### config.mk
export PLATFORM = sky130hd
export DESIGN_NAME = multi_channel_pulse_tachometer_unit
export DESIGN_NICKNAME = d
export VERILOG_FILES = /design/src/hdl/mcpt_pkg.sv /design/src/hdl/multi_channel_pulse_tachometer_unit.sv /design/src/hdl/mcpt_front.sv /design/src/hdl/mcpt_queue.sv /design/src/hdl/mcpt_back.sv
export VERILOG_INCLUDE_DIRS = /design/src /design/src/hdl
export SDC_FILE = /design/constraint.sdc
export NUM_CORES = 1
export LEC_CHECK = 0
export ABC_AREA = 1
export BUFFER_PORTS_ARGS = -buffer_cell sky130_fd_sc_hd__buf_4
export CAP_MARGIN = 0
export CORE_MARGIN = 1.5
export CORE_UTILIZATION = 52
export CTS_BUF_LIST = sky130_fd_sc_hd__clkbuf_4
export DETAILED_ROUTE_END_ITERATION = 10
export PLACE_DENSITY = 0.68
export SLEW_MARGIN = 20
export SYNTH_ARGS = -nofsm -noshare
export SYNTH_HDL_FRONTEND = slang
export SYNTH_SLANG_ARGS = --single-unit
export TNS_END_PERCENT = 50
### constraint.sdc
create_clock -name i_clk -period 10.2 [get_ports i_clk]
set_input_delay 0.51 -clock i_clk [delete_from_list [all_inputs] [get_ports i_clk]]
set_output_delay 0.51 -clock i_clk [all_outputs]
set_load 0.02 [all_outputs]
### src/hdl/multi_channel_pulse_tachometer_unit_assert.svh
// Assertion macros shared by the tachometer RTL files.
`ifndef MULTI_CHANNEL_PULSE_TACHOMETER_UNIT_ASSERT_SVH
`define MULTI_CHANNEL_PULSE_TACHOMETER_UNIT_ASSERT_SVH

// Property checked at every rising edge outside reset.
`define MCPT_ASSERT(lbl, clk, rst_n, prop, msg) \
    lbl: assert property (@(posedge clk) disable iff (!rst_n) prop) else $error(msg);

// Property checked at every rising edge, reset included.
`define MCPT_ASSERT_ALWAYS(lbl, clk, prop, msg) \
    lbl: assert property (@(posedge clk) prop) else $error(msg);

`endif

### src/hdl/mcpt_pkg.sv
// Package of types and constants shared by the tachometer modules.
`default_nettype none

package mcpt_pkg;

    localparam int NUM_CHANNELS_DEF = 4;
    localparam int MAX_REPORT       = 4;

    localparam int CH_FIELD_W = 2;
    localparam int TS_W       = 32;
    localparam int PPR_W      = 16;
    localparam int RPM_W      = 26;
    localparam int CFG_IDX_W  = 1;
    localparam int CFG_DATA_W = 32;

    localparam logic [RPM_W-1:0] RPM_NUMERATOR = 26'd60000000;
    localparam logic [PPR_W-1:0] PPR_RESET     = 16'd1;
    localparam logic [TS_W-1:0]  TIMEOUT_RESET = 32'd500000;

    // One quotient bit per divider step.
    localparam int DIV_STEPS = RPM_W;

    // Command queue depth, a power of two.
    localparam int QUEUE_DEPTH = 2;

    localparam logic [CFG_IDX_W-1:0] CFG_PPR     = 1'b0;
    localparam logic [CFG_IDX_W-1:0] CFG_TIMEOUT = 1'b1;

    typedef enum logic [0:0] {
        CMD_PULSE = 1'b0,
        CMD_TICK  = 1'b1
    } t_cmd_kind;

    // Queue entry: the command with the configuration in force when it arrived.
    typedef struct packed {
        t_cmd_kind              kind;
        logic [CH_FIELD_W-1:0]  channel;
        logic [TS_W-1:0]        timestamp;
        logic [PPR_W-1:0]       ppr;
        logic [TS_W-1:0]        timeout;
    } t_cmd;

endpackage

`default_nettype wire

### src/hdl/multi_channel_pulse_tachometer_unit.sv
// Top level of the multi-channel pulse tachometer.
// Usage: the input channel (i_in_valid / o_in_stall) carries transactions of two kinds.
// A pulse transaction (command 0) marks a rising edge on one motor channel, stamped
// in microseconds; it yields no output. When a channel's pulse count reaches the
// pulses-per-revolution setting, 60000000 is divided by the elapsed time to give rpm.
// A tick transaction (command 1) stops every channel idle for longer than the timeout
// and then reports channels 0 to three as four output transactions on o_out_valid /
// i_out_stall, the last one flagged by o_last_of_report.
// A queued pulse passes through the back end's idle and pulse states, and through the
// divide state too when a revolution with a non-zero period completes, as the serial
// divider yields one quotient bit per cycle. A tick steps through the channels in turn
// in the scan state, which registers each report. A two-entry queue parts
// the front end from the back end, so o_in_stall rises only while that queue is full.
// Reset (synchronous, active low) marks every channel stopped with zero speed and
// loads the configuration defaults. A stalled receiver holds the output register and
// pauses the report scan; pulses keep filling the queue until it is full.
// Configuration is written through i_cfg_we / i_cfg_index / i_cfg_data; each queued
// transaction carries the settings in force when it was accepted.
`default_nettype none

module multi_channel_pulse_tachometer_unit #(
    parameter int NUM_CHANNELS = mcpt_pkg::NUM_CHANNELS_DEF
) (
    input  wire logic                              i_clk,
    input  wire logic                              i_rst_n,
    input  wire logic                              i_in_valid,
    output logic                                   o_in_stall,
    input  wire logic                              i_command,
    input  wire logic [mcpt_pkg::CH_FIELD_W-1:0]   i_channel,
    input  wire logic [mcpt_pkg::TS_W-1:0]         i_timestamp_us,
    output logic                                   o_out_valid,
    input  wire logic                              i_out_stall,
    output logic [mcpt_pkg::CH_FIELD_W-1:0]        o_report_channel,
    output logic [mcpt_pkg::RPM_W-1:0]             o_speed_rpm,
    output logic                                   o_stopped,
    output logic                                   o_last_of_report,
    input  wire logic                              i_cfg_we,
    input  wire logic [mcpt_pkg::CFG_IDX_W-1:0]    i_cfg_index,
    input  wire logic [mcpt_pkg::CFG_DATA_W-1:0]   i_cfg_data
);

    logic            push;
    logic            pop;
    logic            full;
    logic            empty;
    mcpt_pkg::t_cmd  cmd_in;
    mcpt_pkg::t_cmd  cmd_head;

    // The input side stalls only when the command queue has no room.
    assign o_in_stall = full;

    mcpt_front #(
        .NUM_CHANNELS (NUM_CHANNELS)
    ) u_front (
        .i_clk          (i_clk),
        .i_rst_n        (i_rst_n),
        .i_in_valid     (i_in_valid),
        .i_command      (i_command),
        .i_channel      (i_channel),
        .i_timestamp_us (i_timestamp_us),
        .i_cfg_we       (i_cfg_we),
        .i_cfg_index    (i_cfg_index),
        .i_cfg_data     (i_cfg_data),
        .i_full         (full),
        .o_push         (push),
        .o_cmd          (cmd_in)
    );

    mcpt_queue u_queue (
        .i_clk   (i_clk),
        .i_rst_n (i_rst_n),
        .i_push  (push),
        .i_cmd   (cmd_in),
        .i_pop   (pop),
        .o_full  (full),
        .o_empty (empty),
        .o_head  (cmd_head)
    );

    // The back end owns all channel state, so pulses and ticks are applied in order.
    mcpt_back #(
        .NUM_CHANNELS (NUM_CHANNELS)
    ) u_back (
        .i_clk            (i_clk),
        .i_rst_n          (i_rst_n),
        .i_empty          (empty),
        .i_head           (cmd_head),
        .o_pop            (pop),
        .o_out_valid      (o_out_valid),
        .i_out_stall      (i_out_stall),
        .o_report_channel (o_report_channel),
        .o_speed_rpm      (o_speed_rpm),
        .o_stopped        (o_stopped),
        .o_last_of_report (o_last_of_report)
    );

endmodule

`default_nettype wire

### src/hdl/mcpt_front.sv
// Front end: configuration registers, input acceptance and command classification.
`default_nettype none

module mcpt_front #(
    parameter int NUM_CHANNELS = mcpt_pkg::NUM_CHANNELS_DEF
) (
    input  wire logic                                i_clk,
    input  wire logic                                i_rst_n,
    input  wire logic                                i_in_valid,
    input  wire logic                                i_command,
    input  wire logic [mcpt_pkg::CH_FIELD_W-1:0]     i_channel,
    input  wire logic [mcpt_pkg::TS_W-1:0]           i_timestamp_us,
    input  wire logic                                i_cfg_we,
    input  wire logic [mcpt_pkg::CFG_IDX_W-1:0]      i_cfg_index,
    input  wire logic [mcpt_pkg::CFG_DATA_W-1:0]     i_cfg_data,
    input  wire logic                                i_full,
    output logic                                     o_push,
    output mcpt_pkg::t_cmd                           o_cmd
);

    logic [mcpt_pkg::PPR_W-1:0] r_ppr;
    logic [mcpt_pkg::TS_W-1:0]  r_timeout;
    logic                       keep;

    always_ff @(posedge i_clk) begin
        if (!i_rst_n) begin
            r_ppr     <= mcpt_pkg::PPR_RESET;
            r_timeout <= mcpt_pkg::TIMEOUT_RESET;
        end else if (i_cfg_we) begin
            unique case (i_cfg_index)
                mcpt_pkg::CFG_PPR:     r_ppr     <= i_cfg_data[mcpt_pkg::PPR_W-1:0];
                mcpt_pkg::CFG_TIMEOUT: r_timeout <= i_cfg_data[mcpt_pkg::TS_W-1:0];
            endcase
        end
    end

    // Pulses on channels that do not exist are accepted and dropped here.
    assign keep = (mcpt_pkg::t_cmd_kind'(i_command) == mcpt_pkg::CMD_TICK) ||
                  (32'(i_channel) < NUM_CHANNELS);

    assign o_push          = i_in_valid && !i_full && keep;
    assign o_cmd.kind      = mcpt_pkg::t_cmd_kind'(i_command);
    assign o_cmd.channel   = i_channel;
    assign o_cmd.timestamp = i_timestamp_us;
    assign o_cmd.ppr       = r_ppr;
    assign o_cmd.timeout   = r_timeout;

endmodule

`default_nettype wire

### src/hdl/mcpt_queue.sv
// Short command queue between the front end and the back end.
`default_nettype none

module mcpt_queue (
    input  wire logic            i_clk,
    input  wire logic            i_rst_n,
    input  wire logic            i_push,
    input  wire mcpt_pkg::t_cmd  i_cmd,
    input  wire logic            i_pop,
    output logic                 o_full,
    output logic                 o_empty,
    output mcpt_pkg::t_cmd       o_head
);

    `include "multi_channel_pulse_tachometer_unit_assert.svh"

    localparam int PTR_W = $clog2(mcpt_pkg::QUEUE_DEPTH);
    localparam int CNT_W = $clog2(mcpt_pkg::QUEUE_DEPTH + 1);

    mcpt_pkg::t_cmd    r_mem [mcpt_pkg::QUEUE_DEPTH];
    logic [PTR_W-1:0]  r_wr_ptr;
    logic [PTR_W-1:0]  r_rd_ptr;
    logic [CNT_W-1:0]  r_count;

    always_ff @(posedge i_clk) begin
        if (i_push) begin
            r_mem[r_wr_ptr] <= i_cmd;
        end
    end

    always_ff @(posedge i_clk) begin
        if (!i_rst_n) begin
            r_wr_ptr <= '0;
            r_rd_ptr <= '0;
            r_count  <= '0;
        end else begin
            if (i_push) begin
                r_wr_ptr <= r_wr_ptr + PTR_W'(1);
            end
            if (i_pop) begin
                r_rd_ptr <= r_rd_ptr + PTR_W'(1);
            end
            if (i_push && !i_pop) begin
                r_count <= r_count + CNT_W'(1);
            end else if (i_pop && !i_push) begin
                r_count <= r_count - CNT_W'(1);
            end
        end
    end

    assign o_full  = (r_count == CNT_W'(mcpt_pkg::QUEUE_DEPTH));
    assign o_empty = (r_count == '0);
    assign o_head  = r_mem[r_rd_ptr];

    `MCPT_ASSERT(a_no_push_full, i_clk, i_rst_n, !(i_push && o_full), "push into full queue")
    `MCPT_ASSERT(a_no_pop_empty, i_clk, i_rst_n, !(i_pop && o_empty), "pop from empty queue")

endmodule

`default_nettype wire

### src/hdl/mcpt_back.sv
// Back end: per-channel state, serial rpm divider and tick report sequencer.
`default_nettype none

module mcpt_back #(
    parameter int NUM_CHANNELS = mcpt_pkg::NUM_CHANNELS_DEF
) (
    input  wire logic                              i_clk,
    input  wire logic                              i_rst_n,
    input  wire logic                              i_empty,
    input  wire mcpt_pkg::t_cmd                    i_head,
    output logic                                   o_pop,
    output logic                                   o_out_valid,
    input  wire logic                              i_out_stall,
    output logic [mcpt_pkg::CH_FIELD_W-1:0]        o_report_channel,
    output logic [mcpt_pkg::RPM_W-1:0]             o_speed_rpm,
    output logic                                   o_stopped,
    output logic                                   o_last_of_report
);

    `include "multi_channel_pulse_tachometer_unit_assert.svh"

    localparam int CH_W         = (NUM_CHANNELS > 1) ? $clog2(NUM_CHANNELS) : 1;
    localparam int REPORT_COUNT = (NUM_CHANNELS < mcpt_pkg::MAX_REPORT) ?
                                  NUM_CHANNELS : mcpt_pkg::MAX_REPORT;
    localparam int STEP_W       = $clog2(mcpt_pkg::DIV_STEPS);
    localparam int TS_W         = mcpt_pkg::TS_W;
    localparam int RPM_W        = mcpt_pkg::RPM_W;
    localparam int PPR_W        = mcpt_pkg::PPR_W;

    typedef enum logic [1:0] {
        S_IDLE,
        S_PULSE,
        S_DIV,
        S_SCAN
    } t_state;

    t_state             r_state;
    mcpt_pkg::t_cmd     r_cmd;
    logic [CH_W-1:0]    r_idx;
    logic [STEP_W-1:0]  r_step;
    logic [TS_W-1:0]    r_den;
    logic [RPM_W-1:0]   r_rem;
    logic [RPM_W-1:0]   r_quo;

    logic [TS_W-1:0]    r_start   [NUM_CHANNELS];
    logic [PPR_W-1:0]   r_count   [NUM_CHANNELS];
    logic               r_stop    [NUM_CHANNELS];
    logic [RPM_W-1:0]   r_rpm     [NUM_CHANNELS];

    logic                             r_out_valid;
    logic [mcpt_pkg::CH_FIELD_W-1:0]  r_out_channel;
    logic [RPM_W-1:0]                 r_out_rpm;
    logic                             r_out_stopped;
    logic                             r_out_last;

    logic [CH_W-1:0]   ch_sel;
    logic [TS_W-1:0]   p_start;
    logic [PPR_W-1:0]  p_count;
    logic              p_done;
    logic [TS_W-1:0]   p_elapsed;
    logic [TS_W-1:0]   s_elapsed;
    logic              s_timeout;
    logic              s_report;
    logic              s_last;
    logic              s_end;
    logic              out_free;
    logic [RPM_W:0]    d_trial;
    logic              d_ge;
    logic [RPM_W:0]    d_diff;

    assign ch_sel    = CH_W'(r_cmd.channel);
    assign p_start   = r_stop[ch_sel] ? r_cmd.timestamp : r_start[ch_sel];
    assign p_count   = r_count[ch_sel] + PPR_W'(1);
    assign p_done    = (p_count == r_cmd.ppr);
    assign p_elapsed = r_cmd.timestamp - p_start;

    assign s_elapsed = r_cmd.timestamp - r_start[r_idx];
    assign s_timeout = (s_elapsed > r_cmd.timeout);
    assign s_report  = (32'(r_idx) < REPORT_COUNT);
    assign s_last    = (32'(r_idx) == REPORT_COUNT - 1);
    assign s_end     = (32'(r_idx) == NUM_CHANNELS - 1);
    assign out_free  = !r_out_valid || !i_out_stall;

    // Restoring division, one quotient bit per cycle; the dividend shifts out of r_quo.
    assign d_trial = {r_rem, r_quo[RPM_W-1]};
    assign d_ge    = (TS_W'(d_trial) >= r_den);
    assign d_diff  = d_trial - r_den[RPM_W:0];

    assign o_pop = (r_state == S_IDLE) && !i_empty;

    always_ff @(posedge i_clk) begin
        if (!i_rst_n) begin
            r_state     <= S_IDLE;
            r_idx       <= '0;
            r_step      <= '0;
            r_out_valid <= 1'b0;
            for (int i = 0; i < NUM_CHANNELS; i++) begin
                r_start[i] <= '0;
                r_count[i] <= '0;
                r_stop[i]  <= 1'b1;
                r_rpm[i]   <= '0;
            end
        end else begin
            if (!i_out_stall) begin
                r_out_valid <= 1'b0;
            end
            unique case (r_state)
                S_IDLE: begin
                    if (!i_empty) begin
                        r_cmd <= i_head;
                        r_idx <= '0;
                        r_state <= (i_head.kind == mcpt_pkg::CMD_TICK) ? S_SCAN : S_PULSE;
                    end
                end
                S_PULSE: begin
                    r_stop[ch_sel] <= 1'b0;
                    if (p_done) begin
                        r_start[ch_sel] <= r_cmd.timestamp;
                        r_count[ch_sel] <= '0;
                        if (p_elapsed == '0) begin
                            r_rpm[ch_sel] <= mcpt_pkg::RPM_NUMERATOR;
                            r_state       <= S_IDLE;
                        end else begin
                            r_den   <= p_elapsed;
                            r_rem   <= '0;
                            r_quo   <= mcpt_pkg::RPM_NUMERATOR;
                            r_step  <= '0;
                            r_state <= S_DIV;
                        end
                    end else begin
                        r_start[ch_sel] <= p_start;
                        r_count[ch_sel] <= p_count;
                        r_state         <= S_IDLE;
                    end
                end
                S_DIV: begin
                    r_rem <= d_ge ? d_diff[RPM_W-1:0] : d_trial[RPM_W-1:0];
                    r_quo <= {r_quo[RPM_W-2:0], d_ge};
                    r_step <= r_step + STEP_W'(1);
                    if (r_step == STEP_W'(mcpt_pkg::DIV_STEPS - 1)) begin
                        r_rpm[ch_sel] <= {r_quo[RPM_W-2:0], d_ge};
                        r_state       <= S_IDLE;
                    end
                end
                S_SCAN: begin
                    if (!s_report || out_free) begin
                        if (s_timeout) begin
                            r_stop[r_idx]  <= 1'b1;
                            r_count[r_idx] <= '0;
                            r_rpm[r_idx]   <= '0;
                        end
                        if (s_report) begin
                            r_out_valid   <= 1'b1;
                            r_out_channel <= mcpt_pkg::CH_FIELD_W'(r_idx);
                            r_out_rpm     <= s_timeout ? '0 : r_rpm[r_idx];
                            r_out_stopped <= s_timeout || r_stop[r_idx];
                            r_out_last    <= s_last;
                        end
                        if (s_end) begin
                            r_state <= S_IDLE;
                        end else begin
                            r_idx <= r_idx + CH_W'(1);
                        end
                    end
                end
                default: r_state <= S_IDLE;
            endcase
        end
    end

    assign o_out_valid      = r_out_valid;
    assign o_report_channel = r_out_channel;
    assign o_speed_rpm      = r_out_rpm;
    assign o_stopped        = r_out_stopped;
    assign o_last_of_report = r_out_last;

    `MCPT_ASSERT(a_div_nonzero, i_clk, i_rst_n, (r_state == S_DIV) |-> (r_den != '0), "divide by zero entered")
    `MCPT_ASSERT(a_div_steps, i_clk, i_rst_n, (r_state == S_DIV) |-> (32'(r_step) < mcpt_pkg::DIV_STEPS), "divider overran")
    `MCPT_ASSERT(a_stop_zero, i_clk, i_rst_n, (r_out_valid && r_out_stopped) |-> (r_out_rpm == '0), "stopped channel with speed")

endmodule

`default_nettype wire
* After elaboration in Yosys (flattened, before gate mapping)
Memory sizes are Yosys's and may differ from the RTL's. A register that Yosys moved wholly into a read port is not among the register bits.
Cells that the tools add are included.
W data, S select, Z words.
** Word-level totals
- Output and inout bits :: 32
- Logic and storage cells :: 179
- Bits in writable memories :: 466
- Memories kept :: 5
- Bits of input ports :: 73
- Bits in registers :: 232
** Cells by class
- Reduce and logical (&&, ||, !) cells :: 34
- Equal/unequal tests :: 14
- Bitwise operators :: 6
- Order comparisons :: 2
- Add/subtract/negate cells :: 10
- Muxes and demuxes :: 89
** Memory list
- u_queue.r_mem :: depth 2, width 83, rd ports 1, clocked after Yosys merged registers in 1, write ports 1, line mcpt_queue.sv:20 : mcpt_pkg::t_cmd r_mem [mcpt_pkg::QUEUE_DEPTH];
- u_back.r_start :: depth 4, width 32, rd ports 2, clocked after Yosys merged registers in 2, write ports 4, line mcpt_back.sv:45 : logic [TS_W-1:0] r_start [NUM_CHANNELS];
- u_back.r_rpm :: depth 4, width 26, rd ports 1, clocked after Yosys merged registers in 1, write ports 4, line mcpt_back.sv:48 : logic [RPM_W-1:0] r_rpm [NUM_CHANNELS];
- u_back.r_count :: depth 4, width 16, rd ports 1, clocked after Yosys merged registers in 1, write ports 4, line mcpt_back.sv:46 : logic [PPR_W-1:0] r_count [NUM_CHANNELS];
- u_back.r_stop :: depth 4, width 1, rd ports 2, clocked after Yosys merged registers in 2, write ports 4, line mcpt_back.sv:47 : logic r_stop [NUM_CHANNELS];
** Operator list (number)
- $mux W26 :: 8
- $pmux W26 S2 :: 2
- $mux W32 :: 3
- $sub A32 B32 Y32 :: 2
- $mux W2 :: 26
- $reduce_or A26 Y1 :: 2
- $mux W16 :: 3
- $mux W1 :: 42
- $ge A27 B32 Y1 :: 1
- $gt A32 B32 Y1 :: 1
- $logic_not A32 Y1 :: 1
- $reduce_or A16 Y1 :: 2
- $reduce_or A32 Y1 :: 1
- $sub A26 B26 Y26 :: 1
- $add A16 B1 Y16 const B :: 1
- $eq A16 B16 Y1 :: 1
- $reduce_and A4 Y1 :: 4
- $mux W5 :: 2
- $pmux W5 S2 :: 1
- $reduce_and A3 Y1 :: 3
- $eq A2 B2 Y1 const B :: 4
- $ne A2 B1 Y1 const B :: 4
- $pmux W2 S4 :: 1
- $logic_not A1 Y1 :: 6
- other kinds (16) :: 33

* Logic depth before layout (Yosys ltp)
- Depth after elaboration :: 12
- Mapped depth :: 37
- Mapped depth without buffers :: 34

* Hierarchy
A second synthesis with hierarchy kept.
** Second synthesis, totals
- Cell total of the unflattened synthesis :: 4048
- Area, all modules :: 38350.5 um2
** By module, submodules not included
- mcpt_back :: sequential area each 15174.6 um2, area each 29639.7 um2, times used 1, cells an instance 3476
- mcpt_queue :: sequential area each 5084.9 um2, area each 6566.3 um2, times used 1, cells an instance 293
- mcpt_front :: sequential area each 960.9 um2, area each 2144.6 um2, times used 1, cells an instance 279

* Worst setup path after synthesis
OpenSTA, ideal clock, no wires.
- Path kind :: reg2reg
- Start :: register with a tool-made name
- End :: register u_back.r_den[0], enable pin
- Stages on the path, launching flop included :: 25
- Slack :: 3.479 ns
- Required time :: 9.699 ns
- Arrival :: 6.220 ns
- Clock period less this slack :: 6.721 ns
- Library setup time :: 0.501 ns
- Path buffers :: 4
- Path through :: dfxtp_1 > buf_4 > inv_2 > buf_2 > nand3_1 > nand2_1 > buf_2 > clkbuf_1 > o21ai_0 > ha_1 > fa_1 > inv_1 > nand3_1 > nand2_1 > nand2_1 > nand2_1 > nand2_1 > nand2_1 > nand2_1 > nand2_1 > xor2_1 > inv_1 > nand3_1 > nor2_1 > nor4_1
** RTL lines
- to (signal assigned) :: line mcpt_back.sv:124 : r_den <= p_elapsed;
- to (decl) :: line mcpt_back.sv:41 : logic [TS_W-1:0] r_den;

==> reports/metrics.sh <==
OUTCOME='complete, no violations'
DETAIL_ROUTE.ITER0.VIOLATIONS=2536
DETAIL_ROUTE.VIAS_PER_CELL=5.33
H-TREE-DEPTH=4
FINAL-SETUP-VIOL-COUNT=0
FINAL_MAX_SLEW_VIOL_COUNT=0
SYNTH.AVG_CELL_AREA_UM2=9.11
DRT_PASS1_ITERATIONS=6
SYNTH_FP_NETS=4284
YOSYS_MOST_USED_DFF='sky130_fd_sc_hd__edfxtp_1'
WORSTSETUPENDPOINT='u_back.r_count[1][15]'
PLACEMENTROWS=97
FLOORPLAN.DIE_AREA_UM2=73000
CPLARGESTDELAYFAMILY='simple AND/OR/NAND/NOR gates'
CRITPATHSLOWESTCELL='sky130_fd_sc_hd__nand2_1'
MULTI_INPUT_AREA_UM2=13600
P_PER_AREA_nW_PER_UM2=296
CELL_TYPES_WITH_THE_LARGEST_AREA_SHARE_AFTER_SYNTHESIS='sky130_fd_sc_hd__edfxtp_1, sky130_fd_sc_hd__nand2_1, sky130_fd_sc_hd__nor2_1, sky130_fd_sc_hd__a21oi_1, sky130_fd_sc_hd__ha_1'
FINAL_ANTENNA_NET_COUNT=0
DR_WL_MET3_UM=6830
CTS_RESIZED=0
WORST-SLEW-PIN-TRANSITION_NS=1.04
SETUP_TOTAL_NEGATIVE_SLACK_NS=0
CLOCK_SINKS=729
SYNTH.MOST_COMMON_CELL='sky130_fd_sc_hd__nand2_1'
DETAILED_PLACE_HPWL_UM=61600
FINALHOLDWORSTSLACK_NS=0.167
HIGHEST_LAYER='met4'
FLOORPLAN.INITIALDENSITY_PCT=52.7
GRT_USE_TOTAL_PCT=25.6
GRT_START_MAX_NET_PINS=95
FINAL.MIN_CLOCK_PERIOD_NS=8.11
POSTROUTEWIRELENGTH_UM=93100
WL_MET1_UM=40800
NUMBER_OF_BUFFERS_CREATED_BY_CTS=185
RRSETUPSLACK_NS=2.09
ROUTED-WL-MET2_UM=43300
YOSYSWARNINGCOUNT=0
CRIT_START_CATEGORY='register'
TIMING.CRITICAL_PATH.REQUIRED_NS=10.76
COREAREA_UM2=70400
WORST-PATH-STAGES=31
WIRE_LENGTH_OF_THE_FIRST_GLOBAL_ROUTING_PASS_UM=147000
FINAL-HOLD-VIOLATION-COUNT=0
NUMBER_OF_GLOBAL_ROUTE_VIAS_BEFORE_REPAIR=27676
DIE-HEIGHT_UM=270
GRT.OVERFLOW.TOTAL=0
STORAGE_ELEMENT_AREA_UM2=21200
GP_ROUTABILITY_CONGESTION=0.950
ARRIVAL_NS=8.67
SYNTHDOMINANTAREACELLTYPE='sky130_fd_sc_hd__edfxtp_1'
LEAKAGEPOWER_nW=17.9
POST_SYNTH_EDFFS=662
WORST-PATH-MAX-FANOUT=34
YS_FF_LATCH=729
PATH_CLK_SLEW_NS=0.07
WORST_SLEW_MARGIN_REL_PCT=30.8
ROUTED-VIA-COUNT=28946
NUMBER_OF_ANTENNA_VIOLATIONS_AT_THE_FIRST_CHECK_IN_GLOBAL_ROUTING=3
PLACE.PORT_BUFFERS=104
SYNTH_AREA_UM2=37100
WORSTSETUPPATHTYPE='register to register'
HOLD_CLASS='input pin to register'
DIE_W_UM=270
BUFFERS_PLUS_INVERTERS_ON_THE_WORST_SETUP_PATH=6
SYNTH.LIB_CELLS_USED.DISTINCT=52
CLOCKROOTBUFFER='sky130_fd_sc_hd__clkbuf_4'
WORST_PATH_MOST_REPEATED_CELL='sky130_fd_sc_hd__nand2_1'
DRCVIOLATIONCOUNT=0
GATE_COUNT_AFTER_TECHNOLOGY_MAPPING=4077
VDD_DROP_MAX_V=0.000170
SETUP_REPAIR_AFTER_GLOBAL_ROUTING_MISSED_ITS_MARGIN='false'
CRITICAL_PATH.MAX_STAGE_DELAY_NS=0.61
ASYNCSETRESETFLOPFRACSYNTH_PCT=0
SYN_TO_LAYOUT_AREA_DELTA_PCT=13.2
DRIVE_ABOVE_1_SHARE_PCT=11.3
FMAX_MHz=123
REG2REGPATHDEPTH=31
FINALCRITPERIODSHARE_PCT=79.5
CTS_TREE='done'
LAYOUT.FILLER_CELLS=6110
FINAL_NET_COUNT=4551
CLK_PATH_BUF_DEPTH=3
CLKLATENCYLATEPIN_NS=1.03
WORSTREG2REGEND='u_back.r_count[1][15]'
MAX_CAP_VIOLATIONS=0
SYNTH.TOP_CELL.AREA_SHARE_PCT=53.5
POST_SYNTH_MOST_FREQUENT_CELLS='sky130_fd_sc_hd__nand2_1, sky130_fd_sc_hd__edfxtp_1, sky130_fd_sc_hd__nor2_1'
ENDPOINT_KIND='register'
FINCLKSKEW_NS=0.0719
BOUNDARYPINS=105
ROUTE.DETAILED.WL_PER_INST_UM=17.2
YS_SEQ_AREA_SHARE_PCT=57.1
POST-ROUTE-UTIL_PCT=59.7
[worst min path at each step]
| stage | startpoint | endpoint | cells past startpoint |
|---|---|---|---|
| 5_1_grt | i_timestamp_us[0] | u_queue.r_mem[1][48] | 2 |
| 4_1_cts | i_in_valid | u_queue.r_wr_ptr | 5 |
| 6_report | i_in_valid | u_queue.r_wr_ptr | 5 |
| 2_1_floorplan | u_front.r_ppr[1] | u_queue.r_mem[0][33] | 0 |
| 3_3_place_gp | u_front.r_ppr[11] | u_queue.r_mem[0][43] | 0 |
| 3_5_place_dp | u_front.r_ppr[11] | u_queue.r_mem[1][43] | 0 |
[state kept, by name, indices dropped and copies added (netlist names), named ones only]
register	cells
u_back.o_out_valid	1
u_back.r_idx	2
u_queue.r_wr_ptr	1
u_back.r_step	5
u_back.o_report_channel	2
u_back.o_speed_rpm	26
u_queue.r_count	2
u_back.r_den	32
u_back.r_stop	4
u_queue.r_mem	166
u_back.ch_sel	2
u_back.r_rpm	104
u_back.r_count	64
u_back.r_state	2
u_back.r_rem	26
u_back.r_start	128
u_back.o_last_of_report	1
u_back.r_cmd	80
u_front.r_timeout	32
u_back.r_quo	26
u_queue.r_rd_ptr	1
u_front.r_ppr	16
u_back.o_stopped	1
[metal layers]
metal	up-vias	track usage, %
met3	173	5.06
met4	0	9.25
li1	14359	-
met2	1049	41.4
met5	-	0
met1	13365	34.3
[worst register-to-register path: cells and delay by family, from the launching register on]
family	cells	cell delay, ns
AND/OR/NAND/NOR	12	2.93
AO/OA/AOI/OAI	9	2.09
buffers and inverters	6	1.34
adder cells (fa/ha/maj)	3	0.89
flip-flops	1	0.30
XOR/XNOR	1	0.09
[cells in the final DEF (no fill, tap or decap), types with 5 or more instances in the layout]
master,Yosys,layout
sky130_fd_sc_hd__nand2_1,1090,1087
sky130_fd_sc_hd__edfxtp_1,662,662
sky130_fd_sc_hd__nor2_1,480,475
sky130_fd_sc_hd__inv_1,436,434
sky130_fd_sc_hd__a21oi_1,337,337
sky130_fd_sc_hd__o21ai_0,298,298
sky130_fd_sc_hd__clkbuf_4,0,269
sky130_fd_sc_hd__buf_4,4,142
sky130_fd_sc_hd__nand3_1,141,141
sky130_fd_sc_hd__ha_1,131,131
sky130_fd_sc_hd__dlygate4sd3_1,0,86
sky130_fd_sc_hd__dfxtp_1,67,62
sky130_fd_sc_hd__xor2_1,41,41
sky130_fd_sc_hd__clkinv_1,4,37
sky130_fd_sc_hd__nand4_1,33,33
sky130_fd_sc_hd__a221oi_1,27,27
sky130_fd_sc_hd__xnor2_1,25,25
sky130_fd_sc_hd__nor2_2,14,15
sky130_fd_sc_hd__inv_2,10,14
sky130_fd_sc_hd__nor3_1,15,13
sky130_fd_sc_hd__or2_2,12,12
sky130_fd_sc_hd__clkinv_2,0,10
sky130_fd_sc_hd__nand2_2,7,10
sky130_fd_sc_hd__nand3b_1,9,9
sky130_fd_sc_hd__a211oi_1,10,9
sky130_fd_sc_hd__o211ai_1,8,8
sky130_fd_sc_hd__nor4_1,9,8
sky130_fd_sc_hd__o21bai_1,7,7
sky130_fd_sc_hd__nor2_4,3,7
sky130_fd_sc_hd__a31oi_1,6,6
sky130_fd_sc_hd__o221ai_1,6,6
sky130_fd_sc_hd__o21a_1,5,5
[logic make-up (layout without fill, tap and decap cells)]
logic type	count (synthesis)	count (layout)	share of synthesized area (%)
simple gates	1824	1824	19.9
flops	729	729	57.1
compound gates	723	723	10.4
buf+inv	599	1005	6.30
fa+ha+maj	134	134	4.58
xor+xnor	68	68	1.68
other cells	0	4	0
[per-stage QoR]
stage / total power, W / cells / setup WS, ns / area (um2)
final: 0.0124 / 5427 / 2.09 / 42000
after global routing: 0.0134 / 5426 / 1.39 / 42000
after CTS: 0.0124 / 5423 / 1.94 / 42000
after detailed placement: 0.00992 / 5011 / 2.02 / 38800
after global placement: 0.00984 / 5011 / 2.12 / 38800
after floorplan: 0.00825 / 4077 / 3.48 / 37100
[power breakdown]
group / internal [W] / switching [W]
sequential: 0.00394 / 0.000266
clock: 0.00127 / 0.00120
combinational: 0.00178 / 0.00398
total: 0.00700 / 0.00544
[repair_timing]
action	4_1_cts	5_1_grt
setup buffers	0	0
endpoints found under the hold margin	122	0
hold buffers	86	0
[cell type report]
class	count	share of cell area, %
antenna	4	0.0238
timing repair buffer	229	4.63
clock inverter	57	0.801
sequential	729	50.5
multi-input combinational	2749	32.4
clock buffer	269	4.80
tap	940	2.80
inverter	450	4.02
Note: power is estimated with default switching activity, not from simulation.
